[config.mk]
export PLATFORM = sky130hd
export DESIGN_NAME = nearest_neighbor_dda_scaler_top_flat
export DESIGN_NICKNAME = d
export VERILOG_FILES = /design/src/rtl/core/nnds_pkg.sv /design/src/rtl/core/nnds_if.sv /design/src/rtl/core/nnds_seq.sv /design/src/rtl/core/nnds_dp.sv /design/src/rtl/core/nearest_neighbor_dda_scaler_top.sv /design/src/flat_wrapper.sv
export SDC_FILE = /design/constraint.sdc
export NUM_CORES = 1
export LEC_CHECK = 0
export BUFFER_PORTS_ARGS = -buffer_cell sky130_fd_sc_hd__buf_2
export CAP_MARGIN = 20
export CORE_ASPECT_RATIO = 1.4
export CORE_MARGIN = 3
export CORE_UTILIZATION = 47
export DETAILED_ROUTE_END_ITERATION = 8
export PLACE_DENSITY = 0.72
export SYNTH_ARGS = -nofsm -noshare
export SYNTH_HDL_FRONTEND = slang
export SYNTH_SLANG_ARGS = --single-unit
[constraint.sdc]
create_clock -name clk -period 4.3 [get_ports clk]
set_input_delay 1.075 -clock clk [delete_from_list [all_inputs] [get_ports clk]]
set_output_delay 1.075 -clock clk [all_outputs]
set_load 0.03 [all_outputs]
[src/rtl/core/nnds_pkg.sv]
`default_nettype none

package nnds_pkg;

    localparam int MAX_WIDTH  = 512;
    localparam int MAX_HEIGHT = 512;

    localparam int COL_W   = $clog2(MAX_WIDTH);
    localparam int ROW_W   = $clog2(MAX_HEIGHT);
    localparam int DIM_W   = 10;
    localparam int STEP_W  = 13;
    localparam int ORG_W   = 12;
    localparam int COORD_W = 13;
    localparam int PIX_W   = 8;
    localparam int ACC_W   = 13;
    localparam int T_W     = ACC_W + 1;
    localparam int REP_W   = 4;
    localparam int SUB_W   = 3;
    localparam int IDX_W   = 3;

    localparam logic [ACC_W-1:0]  UNIT        = ACC_W'(1000);
    localparam logic [STEP_W-1:0] MIN_STEP    = STEP_W'(125);
    localparam logic [PIX_W-1:0]  TRANSPARENT = PIX_W'(8'hFF);

    typedef enum logic [IDX_W-1:0] {
        CFG_STEP     = 3'd0,
        CFG_WIDTH    = 3'd1,
        CFG_HEIGHT   = 3'd2,
        CFG_ORIGIN_X = 3'd3,
        CFG_ORIGIN_Y = 3'd4
    } cfg_idx_t;

    typedef struct packed {
        logic [STEP_W-1:0] step;
        logic [DIM_W-1:0]  width;
        logic [DIM_W-1:0]  height;
        logic [ORG_W-1:0]  origin_x;
        logic [ORG_W-1:0]  origin_y;
    } cfg_t;

    typedef enum logic [3:0] {
        OP_NOP,
        OP_FETCH,
        OP_VINIT,
        OP_VLOOP,
        OP_HINIT,
        OP_HLOOP,
        OP_EINIT,
        OP_EMIT,
        OP_UPDATE
    } op_t;

    typedef enum logic [2:0] {
        COND_NEVER,
        COND_ALWAYS,
        COND_NO_INPUT,
        COND_COL_NZ,
        COND_T_NEG,
        COND_NO_EMIT,
        COND_EMIT_MORE
    } cond_t;

    typedef logic [3:0] pc_t;

    localparam pc_t PC_FETCH  = 4'd0;
    localparam pc_t PC_CHKCOL = 4'd1;
    localparam pc_t PC_VINIT  = 4'd2;
    localparam pc_t PC_VLOOP  = 4'd3;
    localparam pc_t PC_HINIT  = 4'd4;
    localparam pc_t PC_HLOOP  = 4'd5;
    localparam pc_t PC_ECHK   = 4'd6;
    localparam pc_t PC_EMIT   = 4'd7;
    localparam pc_t PC_UPDATE = 4'd8;

    typedef struct packed {
        op_t   op;
        cond_t cond;
        pc_t   target;
    } uword_t;

    typedef struct packed {
        logic no_input;
        logic col_nz;
        logic t_neg;
        logic no_emit;
        logic emit_more;
    } status_t;

    function automatic uword_t ucode_rom(pc_t pc);
        uword_t w;
        unique case (pc)
            PC_FETCH:  w = '{OP_FETCH,  COND_NO_INPUT,  PC_FETCH};
            PC_CHKCOL: w = '{OP_NOP,    COND_COL_NZ,    PC_HINIT};
            PC_VINIT:  w = '{OP_VINIT,  COND_NEVER,     PC_FETCH};
            PC_VLOOP:  w = '{OP_VLOOP,  COND_T_NEG,     PC_VLOOP};
            PC_HINIT:  w = '{OP_HINIT,  COND_NEVER,     PC_FETCH};
            PC_HLOOP:  w = '{OP_HLOOP,  COND_T_NEG,     PC_HLOOP};
            PC_ECHK:   w = '{OP_EINIT,  COND_NO_EMIT,   PC_UPDATE};
            PC_EMIT:   w = '{OP_EMIT,   COND_EMIT_MORE, PC_EMIT};
            PC_UPDATE: w = '{OP_UPDATE, COND_ALWAYS,    PC_FETCH};
            default:   w = '{OP_NOP,    COND_ALWAYS,    PC_FETCH};
        endcase
        return w;
    endfunction

endpackage

`default_nettype wire

[src/rtl/core/nnds_if.sv]
`default_nettype none

interface nnds_pixel_if;
    logic       valid;
    logic       ready;
    logic [7:0] pixel;

    modport source (output valid, output pixel, input ready);
    modport sink   (input valid, input pixel, output ready);
endinterface

interface nnds_result_if;
    logic        valid;
    logic        ready;
    logic [12:0] out_x;
    logic [12:0] out_y;
    logic [7:0]  color;
    logic        last;

    modport source (output valid, output out_x, output out_y, output color, output last,
                    input ready);
    modport sink   (input valid, input out_x, input out_y, input color, input last,
                    output ready);
endinterface

`default_nettype wire

[src/rtl/core/nnds_seq.sv]
`default_nettype none

module nnds_seq
    import nnds_pkg::*;
(
    input  wire logic    clk,
    input  wire logic    rst_n,
    input  wire status_t status,
    output op_t          op
);

    pc_t    pc_reg;
    pc_t    pc_next;
    uword_t uword;
    logic   take;

    assign uword = ucode_rom(pc_reg);
    assign op    = uword.op;

    always_comb
    begin
        unique case (uword.cond)
            COND_NEVER:     take = 1'b0;
            COND_ALWAYS:    take = 1'b1;
            COND_NO_INPUT:  take = status.no_input;
            COND_COL_NZ:    take = status.col_nz;
            COND_T_NEG:     take = status.t_neg;
            COND_NO_EMIT:   take = status.no_emit;
            COND_EMIT_MORE: take = status.emit_more;
            default:        take = 1'b1;
        endcase
    end

    assign pc_next = take ? uword.target : pc_t'(pc_reg + 1'b1);

    always_ff @(posedge clk or negedge rst_n)
    begin
        if (!rst_n)
        begin
            pc_reg <= PC_FETCH;
        end
        else
        begin
            pc_reg <= pc_next;
        end
    end

endmodule

`default_nettype wire

[src/rtl/core/nnds_dp.sv]
`default_nettype none

module nnds_dp
    import nnds_pkg::*;
(
    input  wire logic     clk,
    input  wire logic     rst_n,
    input  wire cfg_t     cfg,
    input  wire op_t      op,
    output status_t       status,
    nnds_pixel_if.sink    pixels,
    nnds_result_if.source results
);

    // architectural state
    logic [COL_W-1:0]   col_reg, col_next;
    logic [ROW_W-1:0]   row_reg, row_next;
    logic [ACC_W-1:0]   hacc_reg, hacc_next;
    logic [ACC_W-1:0]   vacc_reg, vacc_next;
    logic [COORD_W-1:0] scol_reg, scol_next;
    logic [COORD_W-1:0] base_reg, base_next;
    logic [REP_W-1:0]   rrc_reg, rrc_next;
    logic [REP_W-1:0]   cols_reg, cols_next;
    logic               out_valid_reg, out_valid_next;

    // working registers
    logic [PIX_W-1:0]   pix_reg, pix_next;
    logic signed [T_W-1:0] t_reg, t_next;
    logic [REP_W-1:0]   n_reg, n_next;
    logic [SUB_W-1:0]   cc_reg, cc_next;
    logic [SUB_W-1:0]   rc_reg, rc_next;
    logic [COORD_W-1:0] ox_reg, ox_next;
    logic [COORD_W-1:0] oy_reg, oy_next;
    logic [PIX_W-1:0]   color_reg, color_next;
    logic               last_reg, last_next;

    logic [STEP_W-1:0]  step_eff;
    logic [DIM_W-1:0]   w_eff;
    logic [DIM_W-1:0]   h_eff;
    logic [COL_W:0]     col_inc;
    logic [ROW_W:0]     row_inc;
    logic               slot_free;
    logic               col_end;
    logic               row_end;
    logic               final_hit;
    logic signed [T_W-1:0] t_step;

    assign step_eff = (cfg.step < MIN_STEP) ? MIN_STEP : cfg.step;

    always_comb
    begin
        if (cfg.width == '0)
            w_eff = DIM_W'(1);
        else if (int'(cfg.width) > MAX_WIDTH)
            w_eff = DIM_W'(MAX_WIDTH);
        else
            w_eff = cfg.width;
        if (cfg.height == '0)
            h_eff = DIM_W'(1);
        else if (int'(cfg.height) > MAX_HEIGHT)
            h_eff = DIM_W'(MAX_HEIGHT);
        else
            h_eff = cfg.height;
    end

    assign col_inc   = {1'b0, col_reg} + 1'b1;
    assign row_inc   = {1'b0, row_reg} + 1'b1;
    assign col_end   = int'(col_inc) >= int'(w_eff);
    assign row_end   = int'(row_inc) >= int'(h_eff);
    assign slot_free = !out_valid_reg || results.ready;
    assign final_hit = (REP_W'(cc_reg) + 1'b1 == cols_reg) && (REP_W'(rc_reg) + 1'b1 == rrc_reg);
    assign t_step    = t_reg + T_W'(step_eff);

    assign pixels.ready = (op == OP_FETCH);

    assign status.no_input  = !pixels.valid;
    assign status.col_nz    = (col_reg != '0);
    assign status.t_neg     = t_reg[T_W-1];
    assign status.no_emit   = (pix_reg == TRANSPARENT) || (rrc_reg == '0) || (cols_reg == '0);
    assign status.emit_more = !(slot_free && final_hit);

    always_comb
    begin
        col_next       = col_reg;
        row_next       = row_reg;
        hacc_next      = hacc_reg;
        vacc_next      = vacc_reg;
        scol_next      = scol_reg;
        base_next      = base_reg;
        rrc_next       = rrc_reg;
        cols_next      = cols_reg;
        out_valid_next = out_valid_reg && !results.ready;
        pix_next       = pix_reg;
        t_next         = t_reg;
        n_next         = n_reg;
        cc_next        = cc_reg;
        rc_next        = rc_reg;
        ox_next        = ox_reg;
        oy_next        = oy_reg;
        color_next     = color_reg;
        last_next      = last_reg;

        unique case (op)
            OP_NOP:
            begin
            end
            OP_FETCH:
            begin
                if (pixels.valid)
                    pix_next = pixels.pixel;
            end
            OP_VINIT:
            begin
                t_next = $signed({1'b0, vacc_reg}) - $signed({1'b0, UNIT});
                n_next = '0;
            end
            OP_VLOOP:
            begin
                if (t_reg[T_W-1])
                begin
                    t_next = t_step;
                    n_next = n_reg + 1'b1;
                end
                else
                begin
                    vacc_next = ACC_W'(t_reg);
                    rrc_next  = n_reg;
                end
            end
            OP_HINIT:
            begin
                t_next = $signed({1'b0, hacc_reg}) - $signed({1'b0, UNIT});
                n_next = '0;
            end
            OP_HLOOP:
            begin
                if (t_reg[T_W-1])
                begin
                    t_next = t_step;
                    n_next = n_reg + 1'b1;
                end
                else
                begin
                    hacc_next = ACC_W'(t_reg);
                    cols_next = n_reg;
                end
            end
            OP_EINIT:
            begin
                cc_next = '0;
                rc_next = '0;
            end
            OP_EMIT:
            begin
                if (slot_free)
                begin
                    out_valid_next = 1'b1;
                    ox_next    = COORD_W'({1'b0, cfg.origin_x}) + scol_reg + COORD_W'(cc_reg);
                    oy_next    = COORD_W'({1'b0, cfg.origin_y}) + base_reg + COORD_W'(rc_reg);
                    color_next = pix_reg;
                    last_next  = final_hit;
                    if (REP_W'(cc_reg) + 1'b1 == cols_reg)
                    begin
                        cc_next = '0;
                        rc_next = rc_reg + 1'b1;
                    end
                    else
                    begin
                        cc_next = cc_reg + 1'b1;
                    end
                end
            end
            OP_UPDATE:
            begin
                scol_next = scol_reg + COORD_W'(cols_reg);
                col_next  = COL_W'(col_inc);
                if (col_end)
                begin
                    col_next  = '0;
                    scol_next = '0;
                    hacc_next = '0;
                    base_next = base_reg + COORD_W'(rrc_reg);
                    row_next  = ROW_W'(row_inc);
                    if (row_end)
                    begin
                        row_next  = '0;
                        base_next = '0;
                        vacc_next = '0;
                        rrc_next  = '0;
                    end
                end
            end
            default:
            begin
            end
        endcase
    end

    always_ff @(posedge clk or negedge rst_n)
    begin
        if (!rst_n)
        begin
            col_reg       <= '0;
            row_reg       <= '0;
            hacc_reg      <= '0;
            vacc_reg      <= '0;
            scol_reg      <= '0;
            base_reg      <= '0;
            rrc_reg       <= '0;
            cols_reg      <= '0;
            out_valid_reg <= 1'b0;
        end
        else
        begin
            col_reg       <= col_next;
            row_reg       <= row_next;
            hacc_reg      <= hacc_next;
            vacc_reg      <= vacc_next;
            scol_reg      <= scol_next;
            base_reg      <= base_next;
            rrc_reg       <= rrc_next;
            cols_reg      <= cols_next;
            out_valid_reg <= out_valid_next;
        end
    end

    always_ff @(posedge clk)
    begin
        pix_reg   <= pix_next;
        t_reg     <= t_next;
        n_reg     <= n_next;
        cc_reg    <= cc_next;
        rc_reg    <= rc_next;
        ox_reg    <= ox_next;
        oy_reg    <= oy_next;
        color_reg <= color_next;
        last_reg  <= last_next;
    end

    assign results.valid = out_valid_reg;
    assign results.out_x = ox_reg;
    assign results.out_y = oy_reg;
    assign results.color = color_reg;
    assign results.last  = last_reg;

endmodule

`default_nettype wire

[src/rtl/core/nearest_neighbor_dda_scaler_top.sv]
// Per accepted pixel: at the first pixel of a row the vertical accumulator loop runs n_v
// iterations, then the horizontal loop runs n_h iterations, then the results are emitted
// and the position is updated; n_h and n_v (0..8) are the accumulator iterations.
// A new pixel is accepted only after the last one's position update. The microcode loop
// steps one iteration or one result per cycle; output stalls hold the result loop.
// Reset: rst_n asynchronous, active low; clears image position and accumulators and loads
// register defaults (step 1000, 320 x 200, origin 0,0).
`default_nettype none

module nearest_neighbor_dda_scaler_top
    import nnds_pkg::*;
(
    input  wire logic              clk,
    input  wire logic              rst_n,
    nnds_pixel_if.sink             pixels,
    nnds_result_if.source          results,
    input  wire logic              cfg_we,
    input  wire logic [IDX_W-1:0]  cfg_index,
    input  wire logic [STEP_W-1:0] cfg_data
);

    cfg_t    cfg_reg;
    cfg_t    cfg_next;
    op_t     op;
    status_t status;

    always_comb
    begin
        cfg_next = cfg_reg;
        if (cfg_we)
        begin
            unique case (cfg_index)
                CFG_STEP:     cfg_next.step     = cfg_data;
                CFG_WIDTH:    cfg_next.width    = cfg_data[DIM_W-1:0];
                CFG_HEIGHT:   cfg_next.height   = cfg_data[DIM_W-1:0];
                CFG_ORIGIN_X: cfg_next.origin_x = cfg_data[ORG_W-1:0];
                CFG_ORIGIN_Y: cfg_next.origin_y = cfg_data[ORG_W-1:0];
                default:      cfg_next = cfg_reg;
            endcase
        end
    end

    always_ff @(posedge clk or negedge rst_n)
    begin
        if (!rst_n)
        begin
            cfg_reg.step     <= STEP_W'(1000);
            cfg_reg.width    <= DIM_W'(320);
            cfg_reg.height   <= DIM_W'(200);
            cfg_reg.origin_x <= '0;
            cfg_reg.origin_y <= '0;
        end
        else
        begin
            cfg_reg <= cfg_next;
        end
    end

    nnds_seq u_seq (
        .clk    (clk),
        .rst_n  (rst_n),
        .status (status),
        .op     (op)
    );

    nnds_dp u_dp (
        .clk     (clk),
        .rst_n   (rst_n),
        .cfg     (cfg_reg),
        .op      (op),
        .status  (status),
        .pixels  (pixels),
        .results (results)
    );

endmodule

`default_nettype wire
[src/flat_wrapper.sv]
// flat-port wrapper written by rule: the top's interface ports become plain ports
module nearest_neighbor_dda_scaler_top_flat import nnds_pkg::*;
  (clk, rst_n, cfg_we, cfg_index, cfg_data, pixels_valid, pixels_pixel, pixels_ready, results_valid, results_out_x, results_out_y, results_color, results_last, results_ready);
  nnds_pixel_if pixels_i ();
  nnds_result_if results_i ();
  input  wire logic clk;
  input  wire logic rst_n;
  input  wire logic cfg_we;
  input  wire logic [IDX_W-1:0] cfg_index;
  input  wire logic [STEP_W-1:0] cfg_data;
  input wire logic [$bits(pixels_i.valid)-1:0] pixels_valid;
  input wire logic [$bits(pixels_i.pixel)-1:0] pixels_pixel;
  output wire logic [$bits(pixels_i.ready)-1:0] pixels_ready;
  output wire logic [$bits(results_i.valid)-1:0] results_valid;
  output wire logic [$bits(results_i.out_x)-1:0] results_out_x;
  output wire logic [$bits(results_i.out_y)-1:0] results_out_y;
  output wire logic [$bits(results_i.color)-1:0] results_color;
  output wire logic [$bits(results_i.last)-1:0] results_last;
  input wire logic [$bits(results_i.ready)-1:0] results_ready;
  assign pixels_i.valid = pixels_valid;
  assign pixels_i.pixel = pixels_pixel;
  assign pixels_ready = pixels_i.ready;
  assign results_valid = results_i.valid;
  assign results_out_x = results_i.out_x;
  assign results_out_y = results_i.out_y;
  assign results_color = results_i.color;
  assign results_last = results_i.last;
  assign results_i.ready = results_ready;
  nearest_neighbor_dda_scaler_top u_core (.clk(clk), .rst_n(rst_n), .pixels(pixels_i), .results(results_i), .cfg_we(cfg_we), .cfg_index(cfg_index), .cfg_data(cfg_data));
endmodule
# Yosys cells after proc, flatten, opt, wreduce, memory -nomap -nowiden
# Memory sizes are Yosys's and may differ from the RTL's.
# Cells that the tools add are included.
[classes] addsub=17 n_lt_le_gt_ge=5 n_eq_ne=27 muxes=33 bitwise=1 n_reduce_logical=39
[ops] cell="$mux 13" count=7
[ops] cell="$pmux 13 s2" count=2
[ops] cell="$pmux 14 s3" count=1
[ops] cell="$mux 10" count=4
[ops] cell="$sub 13x10->14 const B" count=2
[ops] cell="$add 12x13->13" count=2
[ops] cell="$add 13x3->13" count=2
[ops] cell="$add 13x4->13" count=2
[ops] cell="$reduce_and 2->1" count=12
[ops] cell="$add 9x1->10 const B" count=2
[ops] cell="$ge 10x10->1" count=2
[ops] cell="$gt 10x10->1 const B" count=2
[ops] cell="$logic_not 10->1" count=2
[ops] cell="$mux 4" count=5
[ops] cell="$mux 9" count=2
[ops] cell="$eq 4x3->1 const B" count=4
[ops] cell="$pmux 4 s2" count=2
[ops] cell="$add 14x13->14" count=1
[ops] cell="$mux 14" count=1
[ops] cell="$lt 13x7->1 const B" count=1
[ops] cell="$eq 3x2->1 const B" count=4
[ops] cell="$eq 3x3->1 const B" count=4
[ops] cell="$mux 3" count=4
[ops] cell="$ne 2x2->1 const B" count=6
[ops] cell="other kinds (25)" count=46
[totals] regBits=207 rom_bits=176 in_bits=29 elab_cells=148 memories=1
[memory_table] name="(no name shown)" depth=16 word_bits=11 rd=1 rd_ports_with_merged_regs=0 write_ports=0 line_no="nnds_pkg.sv:91" rtl="unique case (pc)"

# Depth between registers and ports, before layout
# Gate-level depths: netlist of the first run.
[logic_depth] ltp_word=7 mapped_depth=14 ltp_nobuf=13

# Cells and area by module
# A second synthesis of the first run with hierarchy kept.
[unflattened] cells_unflattened=1118 area_unflattened_um2=11977.7
[by_module_without_submodules] module="nnds_dp" instances=1 cells_per_inst=935 area_each_um2=9292.7 seq_area_each_um2=3988.8
[by_module_without_submodules] module="nearest_neighbor_dda_scaler_top" instances=1 cells_per_inst=124 area_each_um2=2202.1 seq_area_each_um2=1440.1
[by_module_without_submodules] module="nnds_seq" instances=1 cells_per_inst=59 area_each_um2=483.0 seq_area_each_um2=100.1

# Worst setup path before layout of the first run
# Ideal clock, no wire load.
[synth_timing] path_type="register to output" from="register u_core.u_seq.pc_reg[1]" to="output pixels_ready" arrival_time_ps=1990 t_required_ps=3225 path_slack_ps=1235 stages_incl_launch_ff=5 cell_sequence="dfrtp_1 buf_2 inv_1 ha_1 nor4_1"
[synth_via] elab_chain_cells=2
[synth_rtl] element="start, declared" line_no="nnds_seq.sv:12" rtl="pc_t pc_reg;"
[synth_rtl] element="start signal, assigned" line_no="nnds_seq.sv:44" rtl="pc_reg <= pc_next;"
[synth_rtl] element="$mem_v2 16x11"
[synth_rtl] element="$eq 4x1->1" line_no="nnds_dp.sv:74" rtl="assign pixels.ready = (op == OP_FETCH);"
[synth_rtl] element="end, declared" line_no="flat_wrapper.sv:13" rtl="output wire logic [$bits(pixels_i.ready)-1:0] pixels_ready;"
# Every way passes these cells.

# Final worst setup path of the first run
[layout_timing] from="register u_core.u_dp.row_reg[0]" to="register u_core.u_dp.vacc_reg[3]"
[layout_via] elab_chain_cells=4
[layout_rtl] element="start, declared" line_no="nnds_dp.sv:17" rtl="logic [ROW_W-1:0] row_reg, row_next;"
[layout_rtl] element="start signal, assigned" line_no="nnds_dp.sv:216" rtl="row_reg <= row_next;"
[layout_rtl] element="$add 9x1->10" line_no="nnds_dp.sv:67" rtl="assign row_inc = {1'b0, row_reg} + 1'b1;"
[layout_rtl] element="$ge 10x10->1" line_no="nnds_dp.sv:69" rtl="assign row_end = int'(row_inc) >= int'(h_eff);"
[layout_rtl] element="$ne 2x2->1 (no source line)"
[layout_rtl] element="$reduce_and 4->1 (no source line)"
[layout_rtl] element="end signal, assigned" line_no="nnds_dp.sv:218" rtl="vacc_reg <= vacc_next;"
[layout_rtl] element="end, declared" line_no="nnds_dp.sv:19" rtl="logic [ACC_W-1:0] vacc_reg, vacc_next;"
# Every way passes these cells.
# A chain may end at the register's enable or synchronous reset.

==> results.md, run 1 <==
Run status:
- The flow ran to the end, and the final reports show no timing, DRC or antenna violations.

Finish:
- The library cell used most frequently in the layout, excluding fill and tap cells, is dfrtp_1.
- The share of final-layout standard cells stronger than drive strength 1 is 17.4%.
- The top cell types in the final layout, fill and taps aside, are dfrtp_1 (129), nand2_1 (107), ha_1 (94).
- The number of antenna diodes in the final layout is 0.
- For this run, the post-layout net count is 1,303.
- From synthesis to final layout, the design area changed by 11.1%.
- The register with the most flip-flops in the layout has 57 of them.
- Fill cells in the final layout number 2,192.
- After routing the design area is 13,300 um2.

Die:
- The I/O pin count is 66.
- The overall die height is 195 um.
- The core box area is 24,800 um2.
- The width of the die is 141 um.
- The number of placement rows is 68.
- The initial standard-cell utilization of the core is 48.2%.
- The area enclosed by the die boundary is 27,500 um2.

Detailed routing:
- The routed design has 27.6 mm of wire.
- The total via count in the routed design is 8,727.
- The number of antenna-violating nets in the routed design is 0.
- In this run, the number of DRC markers left after iteration 0 of detailed routing was 501.
- The post-detailed-route via-to-cell ratio is 5.82.
- For this run, design rule violations remaining after detail routing come to 0.
- The first detailed-routing pass ran for 5 iterations.
- In the final routed layout, each cell accounts on average for 18.4 um.

Power:
- The static power due to leakage is 5.90 nW.
- The cell-internal power is 5.15 mW.
- Per report_power, the combinational group accounts for 39.5% of the total.
- Sequential cells burn 39.1% of the power.
- For this design the ratio of total power to cell area is 631 nW/um2.
- The share of total power dissipated in the clock network is 21.5%.
- Net switching is 38.6% of the power.
- The total power after layout is 8.40 mW.
- The peak supply drop is 0.000327 V.
- The net switching power figure is 3.24 mW.

Critical path:
- The maximum fanout encountered on the critical timing path is 17.
- In this design, the critical path's most frequently occurring cell is and3_1.
- Together, buffers and inverters on the worst path number 0.
- The setup path with the least slack is of type reg2reg.
- The standard cell with the maximum stage delay on the critical path is a31oi_4.
- The kind of cell with the highest combined delay on the critical path is compound AO/OA/AOI/OAI gates.
- For flop-to-flop paths, the worst setup slack is 0.63 ns.
- At the worst endpoint, the required time is 4.73 ns.
- The delay contributed by the slowest stage of the critical path is 0.62 ns.
- The kind of capture point of the worst setup path is a flip-flop.
- The critical path goes through ha_1, and3_1, and3_1, and3_1, xor2_1, ha_1, a2111oi_0, o21a_1, o21ai_4, and2_1, a31oi_4, a22o_1.
- The worst setup path is launched from a flip-flop.
- The arrival time of data at the critical path endpoint is 4.09 ns.

Timing:
- The post-route setup TNS is 0 ns.
- Setup violations remaining at the end of the flow were counted as 0.
- The slew at the pin closest to its max-slew limit is 1.02 ns.
- Subtracting the final worst setup slack from the clock period gives 3.67 ns.
- The share of the clock period used by the worst path after layout is 85.2%.
- The max-slew violation total from the final report is 0.
- Derived from the worst setup path, the maximum achievable clock frequency is 273 MHz.
- The tightest hold path in the finished design has a slack of 0.446 ns.
- On the final layout, the worst clock skew is 0.0240 ns.
- Across all setup checks in the final design, the least slack found is 0.634 ns.
- The worst pin sits at a relative slew slack of 31.9%.
- The number of endpoints with negative hold slack in the final report is 0.
- Setup repair after global routing left no endpoint under its margin.

Clock tree:
- The number of H-tree branching levels is 1.
- The clock edge transition at the registers on the reported setup and hold paths is 0.07 ns.
- The number of setup buffers added after CTS is 0.
- The count of hold-fix buffers inserted at cts is 0.
- The tree is rooted in a clkbuf_16.
- The clock tree from TritonCTS is done.
- The post-cts gate resize count is 0.
- The maximum buffer depth of the clock tree is 3.
- The tree built by TritonCTS fans out to 207 sinks.
- The CTS buffer count is 21.
- The latest clock arrival within the worst-skew pair is 0.51 ns.

Yosys:
- Counting flops with a built-in enable in the synthesized netlist gives 67.
- The number of warning messages in the yosys log is 0.
- Of all flip-flops after synthesis, the portion carrying an async set or reset was 67.6%.
- The share of the Yosys chip area taken by registers is 46.1%.
- The mean area per synthesized cell is 10.8 um2.
- The most used flip-flop cell after synthesis is dfrtp_1.
- The netlist area before placement is 12,000 um2.
- The number of different library cells in the post-synthesis netlist is 83.
- The cell count after synthesis came out at 1,109.
- In this run, synthesis produced a sequential element count of 207.
- The number of nets in the synthesized netlist is 1,243.

Global routing:
- The initial antenna violation count is 0.
- The total global routing track utilization is 19.9%.
- The number of global-route vias before repair is 8,872.
- Summed over all layers, the global routing overflow is 0.
- The largest net degree at the start of global routing is 87.
- The first-pass GRT wire length is 44.6 mm.

Flow run:
- Max-cap violations in this run came to 0.

Place:
- The HPWL reported at the end of detailed placement is 20.1 mm.
- The quantity of I/O buffers inserted on ports is 65.
- The placement-stage cell area is 12,600 um2.
- The congestion estimate from routability-driven global placement came to 0.856.
- The minimum setup slack after placement is 0.716 ns.

Hold path:
- The worst hold-check path type is reg2reg.
[cells in the mapped netlist, types with 7 or more instances]
master,instances,share of area (%)
dfrtp_1,129,27
nand2_1,107,3.4
ha_1,94,9.8
edfxtp_1,67,17
o21ai_0,61,2.5
mux2_2,60,5.6
nor2_1,59,1.8
a21oi_1,43,1.8
inv_1,42,1.3
nand3_1,34,1.4
xnor2_1,34,2.5
xor2_1,34,2.5
nor3_1,30,1.3
a22o_1,29,2.1
clkbuf_1,20,0.63
a21o_1,18,1.1
nand2b_1,17,0.89
nor4_1,13,0.68
o21ai_1,12,0.50
buf_2,11,0.46
dfstp_2,11,2.4
fa_1,11,1.8
nand4_1,10,0.52
nor2b_1,10,0.52
and3_1,9,0.47
o22ai_1,9,0.47
and2_1,8,0.42
mux2i_1,8,0.67
a31oi_1,7,0.37
o21bai_1,7,0.44
[routing by layer]
metal,GRT usage (%),vias up,part of all wire (%),wire length [um]
li1,-,4187,-,-
met1,23.8,4324,41,11200
met2,36.6,158,53,14600
met3,2.29,58,3.0,834
met4,7.29,0,3.6,998
met5,0,-,0,0
[metrics by stage]
stage / std cells / util (%)
2_1_floorplan: 1109 / -
3_3_place_gp: 1461 / 50.8
3_5_place_dp: 1461 / 50.8
4_1_cts: 1499 / 53.6
5_1_grt: 1499 / 53.6
6_report: 1499 / 53.6
[worst paths after layout]
kind                                        start                      endpoint  depth (start not counted)
max in group asynchronous                   rst_n            u_core.cfg_reg[52]                          2
min                        u_core.u_dp.pix_reg[3]  u_core.u_dp.results.color[3]                          0
min in group asynchronous                   rst_n             u_core.cfg_reg[9]                          1
max                        u_core.u_dp.row_reg[0]       u_core.u_dp.vacc_reg[3]                         12
min reg2reg                u_core.u_dp.pix_reg[3]  u_core.u_dp.results.color[3]                          0
max reg2reg                u_core.u_dp.row_reg[0]       u_core.u_dp.vacc_reg[3]                         12
[cells by family (layout without fill, tap and decap cells)]
| kind of cell | Yosys count | in the layout | share of synthesized area, % |
|---|---|---|---|
| flops | 207 | 207 | 46.1 |
| xor+xnor | 69 | 69 | 5.16 |
| compound gates | 244 | 244 | 13.8 |
| simple gates | 332 | 332 | 14.0 |
| buf+inv | 84 | 159 | 2.97 |
| mux | 68 | 68 | 6.31 |
| fa+ha+maj | 105 | 105 | 11.7 |
[power by group through the flow]
stage	sequential, mW	clock, mW	combinational [mW]
3_3_place_gp	3.29	0	3.23
3_5_place_dp	3.30	0	3.32
5_1_grt	3.33	1.92	3.71
4_1_cts	3.27	1.84	3.34
6_report	3.28	1.80	3.31
2_1_floorplan	3.17	0	2.52
[cell type report]
type	count	area, um2	area share (%)
tap	315	394	2.96
timing repair buffer	76	414	3.11
clock inverter	7	50.0	0.376
inverter	45	169	1.27
sequential	207	5530	41.5
multi-input combinational	818	6120	46.0
clock buffer	31	633	4.76
No activity file was read; power rests on OpenSTA's default activity.
==> run 2, diff against run 1 <==
--- a/config.mk
+++ b/config.mk
@@ -12,6 +12,7 @@
 export CORE_UTILIZATION = 47
 export DETAILED_ROUTE_END_ITERATION = 8
 export PLACE_DENSITY = 0.72
+export REMOVE_ABC_BUFFERS = 1
 export SYNTH_ARGS = -nofsm -noshare
 export SYNTH_HDL_FRONTEND = slang
 export SYNTH_SLANG_ARGS = --single-unit
==> run 2 against run 1 <==
Effect of this change:
- clock skew rose by 0.0022 ns
- cell count barely moved
- clock power rose by 7%
- combinational power barely moved
- maximum frequency rose by 4.0%
- routed wire length fell by 1.1%
- die area did not move
- non-clock buffer count rose by 1
- critical path type unchanged
==> results.md, run 2 (synthesized netlist as in run 1, its figures left out) <==
Clock tree:
- The CTS buffer count was 21 (unchanged).
- The maximum buffer depth of the clock tree is 3 (unchanged).
- The number of setup buffers added after CTS was 0 (unchanged).
- The number of H-tree branching levels came to 1 (unchanged).
- The number of sinks handled by clock tree synthesis came to 207 (unchanged).
- The post-cts gate resize count is 0 (unchanged).
- The clock edge transition at the registers on the reported setup and hold paths is 0.07 ns (about the same).
- The count of hold-fix buffers inserted at cts was 0 (unchanged).
- The clock tree from TritonCTS is done (unchanged).
- The clock tree root driver cell is clkbuf_16 (unchanged).
- The latest clock arrival within the worst-skew pair is 0.52 ns (was 0.51 ns).

Die:
- The core box area is 24,800 um2 (unchanged).
- The area enclosed by the die boundary is 27,500 um2 (unchanged).
- The number of placement rows is 68 (unchanged).
- The initial standard-cell utilization of the core was 48.2% (unchanged).
- The width of the die is 141 um (unchanged).
- The overall die height is 195 um (unchanged).
- The I/O pin count is 66 (unchanged).

Power:
- The share of power burned in combinational logic is 39.1% (was 39.5%).
- The share of total power consumed by net switching is 38.0% (was 38.6%).
- The static power due to leakage is 5.93 nW (was 5.90 nW).
- The peak supply drop is 0.000349 V (was 0.000327 V).
- The total power after layout is 8.49 mW (was 8.40 mW).
- The clock network fraction of design power is 22.6% (was 21.5%).
- The proportion of power drawn by flip-flops and latches came to 38.3% (was 39.1%).
- The cell-internal power came to 5.26 mW (was 5.15 mW).
- The power density over cell area is 635 nW/um2 (was 631 nW/um2).
- The net switching power figure was 3.23 mW (was 3.24 mW).

Place:
- The minimum setup slack after placement is 0.828 ns (was 0.716 ns).
- The placement-stage cell area is 12,600 um2 (about the same).
- The HPWL reported at the end of detailed placement was 19.9 mm (was 20.1 mm).
- The cell total after placement came to 1,461 (unchanged).
- The final estimated routing congestion in global placement is 0.839 (was 0.856).
- The quantity of I/O buffers inserted on ports is 65 (unchanged).

Timing:
- The final setup violation count is 0 (unchanged).
- The max-slew violation total from the final report came to 0 (unchanged).
- The smallest setup slack after layout is 0.776 ns (was 0.634 ns).
- The post-route setup TNS was 0 ns (unchanged).
- The share of the clock period used by the worst path after layout was 82.0% (was 85.2%).
- Setup repair after global routing missed its margin: no (unchanged).
- The worst slack on hold paths is 0.447 ns (was 0.446 ns).
- The highest clock rate is 284 MHz (was 273 MHz).
- The number of endpoints with negative hold slack in the final report came to 0 (unchanged).
- The slew at the pin closest to its max-slew limit is 1.02 ns (about the same).
- The time the worst path needs with I/O delays and setup is 3.52 ns (was 3.67 ns).
- The post-route clock skew is 0.0262 ns (was 0.0240 ns).
- The headroom to the max-slew limit is 32.1% (was 31.9%).

Detailed routing:
- The total via count in the routed design is 8,701 (was 8,727).
- The violation count after the first detailed-route iteration came to 528 (was 501).
- The post-detailed-route via-to-cell ratio is 5.80 (was 5.82).
- The overall routed net length came to 27.3 mm (was 27.6 mm).
- The number of antenna-violating nets in the routed design is 0 (unchanged).
- The routed wire length per instance is 18.2 um (was 18.4 um).
- The detailed-routing iteration count for the pre-antenna-repair pass is 5 (unchanged).
- The number of remaining DRC errors is 0 (unchanged).

Global routing:
- The global routing met1 resource utilization came to 24.1% (was 23.8%).
- The first-pass GRT wire length is 44.6 mm (about the same).
- The number of global-route vias before repair is 8,916 (was 8,872).
- The largest net degree at the start of global routing is 91 (was 87).
- The total congestion overflow after global routing was 0 (unchanged).
- The met3 global-route usage is 2.39% (was 2.29%).
- The most used routing layer is met2 (unchanged).
- The initial antenna violation count is 0 (unchanged).
- The total global routing track utilization is 19.8% (was 19.9%).
- The met2 layer usage reported by global route is 35.5% (was 36.6%).

Critical path:
- The maximum fanout encountered on the critical timing path was 17 (unchanged).
- The kind of capture point of the worst setup path is a flip-flop (unchanged).
- The start point of the critical path is u_core.u_dp.row_reg[0] (unchanged).
- The arrival time of data at the critical path endpoint is 3.95 ns (was 4.09 ns).
- The startpoint class of the critical path is a flip-flop (unchanged).
- The required time at the endpoint of the critical path is 4.73 ns (about the same).
- The critical setup path kind is reg2reg (unchanged).
- The critical register-to-register path startpoint is u_core.u_dp.row_reg[0] (unchanged).

Hold path:
- The launch point of the worst hold path is u_core.u_dp.pix_reg[6] (was u_core.u_dp.pix_reg[3]).
- The worst hold-check path type is reg2reg (unchanged).

Finish:
- The post-layout instance area is 13,400 um2 (was 13,300 um2).
- The flip-flop count of the largest register after layout is 57 (unchanged).
- The diode insertion count for antenna repair is 0 (unchanged).
- The core utilization of the finished layout is 53.8% (was 53.6%).
- The share of final-layout standard cells stronger than drive strength 1 came to 17.3% (was 17.4%).
- Most frequent cells in the layout: dfrtp_1 (129), nand2_1 (107), ha_1 (94) (unchanged).
- The area added between synthesis and finish is 11.6% (was 11.1%).
- The final-stage net count is 1,304 (was 1,303).
- The final standard cell count with taps included and fillers excluded was 1,500 (was 1,499).
- The leading cell type in the layout, fill and taps excluded is dfrtp_1 (unchanged).

Run status:
- Run status: completed (unchanged).

Flow run:
- The max-capacitance violation count was 0 (unchanged).
-- run 2: cell types whose count changed in the layout (fill, tap and decap cells not counted), sizes merged --
cell	delta
inv	-1
clkinv	+3
clkbuf	-5
bufinv	+3
buf	+1
-- run 2: final timing paths --
kind | end | slack [ns] | cells after the start
min | u_core.u_dp.results.color[6] | 0.45 | 0
max reg2reg | u_core.u_dp.vacc_reg[3] | 0.78 | 12
min in group asynchronous | u_core.u_dp.base_reg[12] | 0.62 | 1
max in group asynchronous | u_core.u_seq.pc_reg[2] | 2.89 | 2
max | u_core.u_dp.vacc_reg[3] | 0.78 | 12
min reg2reg | u_core.u_dp.results.color[6] | 0.45 | 0
-- run 2: worst max-delay path, cell delays in order, from the launching register on --
cell and delay, ns:
dfrtp_1 0.43, ha_1 0.27, and3_1 0.23, and3_1 0.20, and3_1 0.19, xor2_1 0.15, ha_1 0.21, a2111oi_0 0.28
o21a_1 0.23, o21ai_4 0.10, and2_1 0.29, a31oi_4 0.61, a22o_1 0.23
-- run 2: area by class of cell --
| type | count | area [um2] |
|---|---|---|
| clock buffers | 26 | 576 |
| fillers | 2184 | 11500 |
| clock inverters | 12 | 139 |
| well taps | 315 | 394 |
| inverters | 45 | 169 |
| flip-flops and latches | 207 | 5530 |
| repair buffers | 77 | 438 |
| multi-input cells | 818 | 6120 |
-- run 2: layer usage --
| layer | wire (um) | part of all wire, % |
|---|---|---|
| met1 | 11400 | 42 |
| met2 | 13900 | 51 |
| met3 | 1060 | 3.9 |
| met4 | 1020 | 3.7 |
| met5 | 0 | 0 |
-- run 2: power by group through the flow --
stage / Combinational [mW] / Sequential [mW] / Clock [mW]
2_1_floorplan: 2.41 / 3.21 / 0
3_3_place_gp: 3.20 / 3.26 / 0
3_5_place_dp: 3.29 / 3.27 / 0
4_1_cts: 3.33 / 3.25 / 1.95
5_1_grt: 3.71 / 3.31 / 2.02
6_report: 3.32 / 3.25 / 1.92
==> run 3, diff against run 2 <==
--- a/config.mk
+++ b/config.mk
@@ -5,6 +5,7 @@
 export SDC_FILE = /design/constraint.sdc
 export NUM_CORES = 1
 export LEC_CHECK = 0
+export ABC_AREA = 1
 export BUFFER_PORTS_ARGS = -buffer_cell sky130_fd_sc_hd__buf_2
 export CAP_MARGIN = 20
 export CORE_ASPECT_RATIO = 1.4
==> constraint.sdc (replaced) <==
create_clock -name clk -period 3.4 [get_ports clk]
set_input_delay 0.85 -clock clk [delete_from_list [all_inputs] [get_ports clk]]
set_output_delay 0.85 -clock clk [all_outputs]
set_load 0.03 [all_outputs]
==> run 3 against run 2 <==
Effect of this change:
- maximum frequency is 11% higher
- final area up 0.43%
- worst hold slack lost 0.12 ns
- clock power is 24% higher
==> results.md, run 3 <==
Run status:
- Run status: completed (unchanged).

Critical path:
- The kind of capture point of the worst setup path is a flip-flop (unchanged).
- The startpoint class of the critical path was a flip-flop (unchanged).
- The maximum fanout encountered on the critical timing path came to 13 (was 17).
- The critical setup path kind was reg2reg (unchanged).
- The required time at the endpoint of the critical path is 3.76 ns (was 4.73 ns).
- The arrival time of data at the critical path endpoint is 3.55 ns (was 3.95 ns).

Yosys:
- Commonest cells in the netlist: nand2_1 (307), inv_1 (150), dfrtp_1 (129), o21ai_0 (108), ha_1 (94) (was dfrtp_1 (129), nand2_1 (107), ha_1 (94), edfxtp_1 (67), o21ai_0 (61)).
- The sequential area share after synthesis is 46.1% (about the same).
- The number of warning messages in the yosys log is 0 (unchanged).
- The cell count after synthesis is 1,349 (was 1,109).
- The mean area per synthesized cell came to 8.89 um2 (was 10.8 um2).
- The leading register cell type out of synthesis is dfrtp_1 (unchanged).
- The share of the synthesized area in the top cell type is 26.9% (about the same).
- The cell with the most instances after synthesis was nand2_1 (was dfrtp_1).
- The netlist area before placement is 12,000 um2 (about the same).
- The number of different library cells in the post-synthesis netlist is 57 (was 83).
- Area contributors post-synth: dfrtp_1 (27%), edfxtp_1 (17%), ha_1 (9.8%), nand2_1 (9.6%), inv_1 (4.7%) (was dfrtp_1 (27%), edfxtp_1 (17%), ha_1 (9.8%), mux2_2 (5.6%), nand2_1 (3.4%)).
- The cell type with the largest total area after synthesis is dfrtp_1 (unchanged).
- The synthesis-stage register bit count is 207 (unchanged).
- The fraction of synthesis flops using an asynchronous set or reset pin is 67.6% (unchanged).
- The number of enable flip-flop cells after synthesis is 67 (unchanged).

Timing:
- The post-route setup TNS is 0 ns (unchanged).
- The final setup violation count is 0 (unchanged).
- The number of endpoints with negative hold slack in the final report is 0 (unchanged).
- The max-slew violation total from the final report came to 0 (unchanged).
- The highest clock rate is 314 MHz (was 284 MHz).
- The headroom to the max-slew limit is 36.1% (was 32.1%).
- The post-route clock skew is 0.0132 ns (was 0.0262 ns).
- The time the worst path needs with I/O delays and setup is 3.19 ns (was 3.52 ns).
- The slew at the pin closest to its max-slew limit is 0.956 ns (was 1.02 ns).
- The share of the clock period used by the worst path after layout is 93.8% (was 82.0%).

Finish:
- The share of final-layout standard cells stronger than drive strength 1 is 12.2% (was 17.3%).
- The final-stage net count was 1,557 (was 1,304).
- The final standard cell count with taps included and fillers excluded came to 1,754 (was 1,500).
- The leading cell type in the layout, fill and taps excluded was nand2_1 (was dfrtp_1).
- Most frequent cells in the layout: nand2_1 (307), inv_1 (150), dfrtp_1 (129) (was dfrtp_1 (129), nand2_1 (107), ha_1 (94)).
- The diode insertion count for antenna repair came to 0 (unchanged).
- The area added between synthesis and finish came to 12.0% (was 11.6%).
- The post-layout instance area is 13,400 um2 (about the same).
- The flip-flop count of the largest register after layout is 57 (unchanged).

Detailed routing:
- The violation count after the first detailed-route iteration is 594 (was 528).
- The post-detailed-route via-to-cell ratio was 5.42 (was 5.80).
- The overall routed net length is 28.6 mm (was 27.3 mm).
- The routed wire length per instance is 16.3 um (was 18.2 um).
- The number of antenna-violating nets in the routed design came to 0 (unchanged).
- The number of remaining DRC errors is 0 (unchanged).
- The detailed-routing iteration count for the pre-antenna-repair pass is 5 (unchanged).
- The total via count in the routed design is 9,499 (was 8,701).

Place:
- The final estimated routing congestion in global placement was 0.896 (was 0.839).
- The quantity of I/O buffers inserted on ports is 65 (unchanged).
- The HPWL reported at the end of detailed placement came to 21.3 mm (was 19.9 mm).
- The cell total after placement is 1,711 (was 1,461).
- The placement-stage cell area is 12,700 um2 (was 12,600 um2).

Global routing:
- The total global routing track utilization is 20.8% (was 19.8%).
- The first-pass GRT wire length is 46.7 mm (was 44.6 mm).
- The number of global-route vias before repair is 9,615 (was 8,916).
- The largest net degree at the start of global routing is 65 (was 91).
- The initial antenna violation count is 2 (was 0).
- The total congestion overflow after global routing is 0 (unchanged).

Die:
- The overall die height is 195 um (about the same).
- The I/O pin count is 66 (unchanged).
- The area enclosed by the die boundary is 27,500 um2 (about the same).
- The width of the die came to 141 um (about the same).
- The core box area is 24,800 um2 (unchanged).
- The initial standard-cell utilization of the core is 48.3% (was 48.2%).
- The number of placement rows was 68 (unchanged).

Clock tree:
- The maximum buffer depth of the clock tree is 3 (unchanged).
- The clock edge transition at the registers on the reported setup and hold paths was 0.06 ns (was 0.07 ns).
- The CTS buffer count is 22 (was 21).
- The count of hold-fix buffers inserted at cts is 0 (unchanged).
- The clock tree from TritonCTS is done (unchanged).
- The latest clock arrival within the worst-skew pair came to 0.51 ns (was 0.52 ns).
- The clock tree root driver cell is clkbuf_16 (unchanged).
- The number of H-tree branching levels came to 1 (unchanged).
- The number of sinks handled by clock tree synthesis came to 207 (unchanged).

Power:
- The total power after layout is 10.4 mW (was 8.49 mW).
- The peak supply drop is 0.000630 V (was 0.000349 V).
- The static power due to leakage is 6.54 nW (was 5.93 nW).
- The power density over cell area is 772 nW/um2 (was 635 nW/um2).

Flow run:
- The max-capacitance violation count came to 0 (unchanged).

Hold path:
- The worst hold-check path type is in2async (was reg2reg).
[run 3: cell count changes in the layout (fill, tap and decap cells not counted), moves of 32 or more]
cell     before  now
nand2_1     107  307
inv_1        42  150
mux2_2       60    1
o21ai_0      61  108
nor2_1       58   91
nand3_1      34   66
[run 3: area by class of cell]
type                    count  area (um2)
clock buffers              33         683
inverters                 159         613
clock inverters             7        38.8
well taps                 315         394
repair buffers             80         444
flip-flops and latches    207        5530
fillers                  2216       11400
multi-input cells         953        5720
[run 3: routing by layer]
metal / vias to the layer above / global-route usage, % / share of wire, %
met2: 222 / 37.8 / 52
met3: 67 / 2.67 / 4.5
li1: 4662 / - / -
met4: 0 / 8.83 / 3.9
met1: 4548 / 24.4 / 39
met5: - / 0 / 0
[run 3: worst paths after layout]
check / startpoint / endpoint / slack [ns] / cells past startpoint
min in group clk: u_core.u_dp.pix_reg[5] / u_core.u_dp.results.color[5] / 0.46 / 0
worst max-delay path: u_core.u_dp.col_reg[0] / u_core.u_dp.hacc_reg[4] / 0.21 / 15
worst min register to register: u_core.u_dp.pix_reg[5] / u_core.u_dp.results.color[5] / 0.46 / 0
worst max register to register: u_core.u_dp.col_reg[0] / u_core.u_dp.hacc_reg[4] / 0.21 / 15
max in group asynchronous: rst_n / u_core.cfg_reg[22] / 2.15 / 2
worst min-delay path: rst_n / u_core.cfg_reg[43] / 0.33 / 1
[run 3: critical path, cell delays in order, from the launching register on]
cell and delay [ns]:
dfrtp_1 0.39, inv_1 0.11, nor3_2 0.25, nand3_1 0.17
nor2_1 0.13, nand2_1 0.09, xor2_1 0.20, inv_1 0.07
ha_1 0.30, inv_1 0.05, nor3_1 0.26, o211ai_1 0.13
nand4_1 0.18, nand2_4 0.22, o21ai_2 0.33, a21oi_1 0.15
[run 3: report_power, final]
| part | switching [mW] | leakage [nW] | internal, mW |
|---|---|---|---|
| clock | 0.996 | 0.365 | 1.39 |
| combinational | 2.69 | 3.76 | 1.42 |
| sequential | 0.496 | 2.41 | 3.37 |
[run 3: logic make-up after synthesis]
logic type	Yosys count	synth area share, %
and+or+nand+nor	547	20.1
buffers and inverters	190	6.47
xor gates and xnor gates	60	4.38
adders and majority gates	105	11.6
DFF	207	46.1
AOI/OAI and AO/OA	239	11.2
muxes	1	0.0939
[run 3: what timing repair did]
| action | in CTS | in global routing |
|---|---|---|
| endpoints found under the setup margin | 0 | 68 |
| gates resized for setup | 0 | 7 |
| setup buffers | 0 | 2 |
[run 3: stage by stage]
step	setup slack, ns	util [%]	hold slack, ns
after detailed placement	0.0984	50.9	0.439
after global placement	0.283	50.9	0.431
after global routing	-0.0436	54.0	0.371
after CTS	0.0307	53.8	0.345
after floorplan	0.553	-	0.426
final	0.212	54.0	0.331
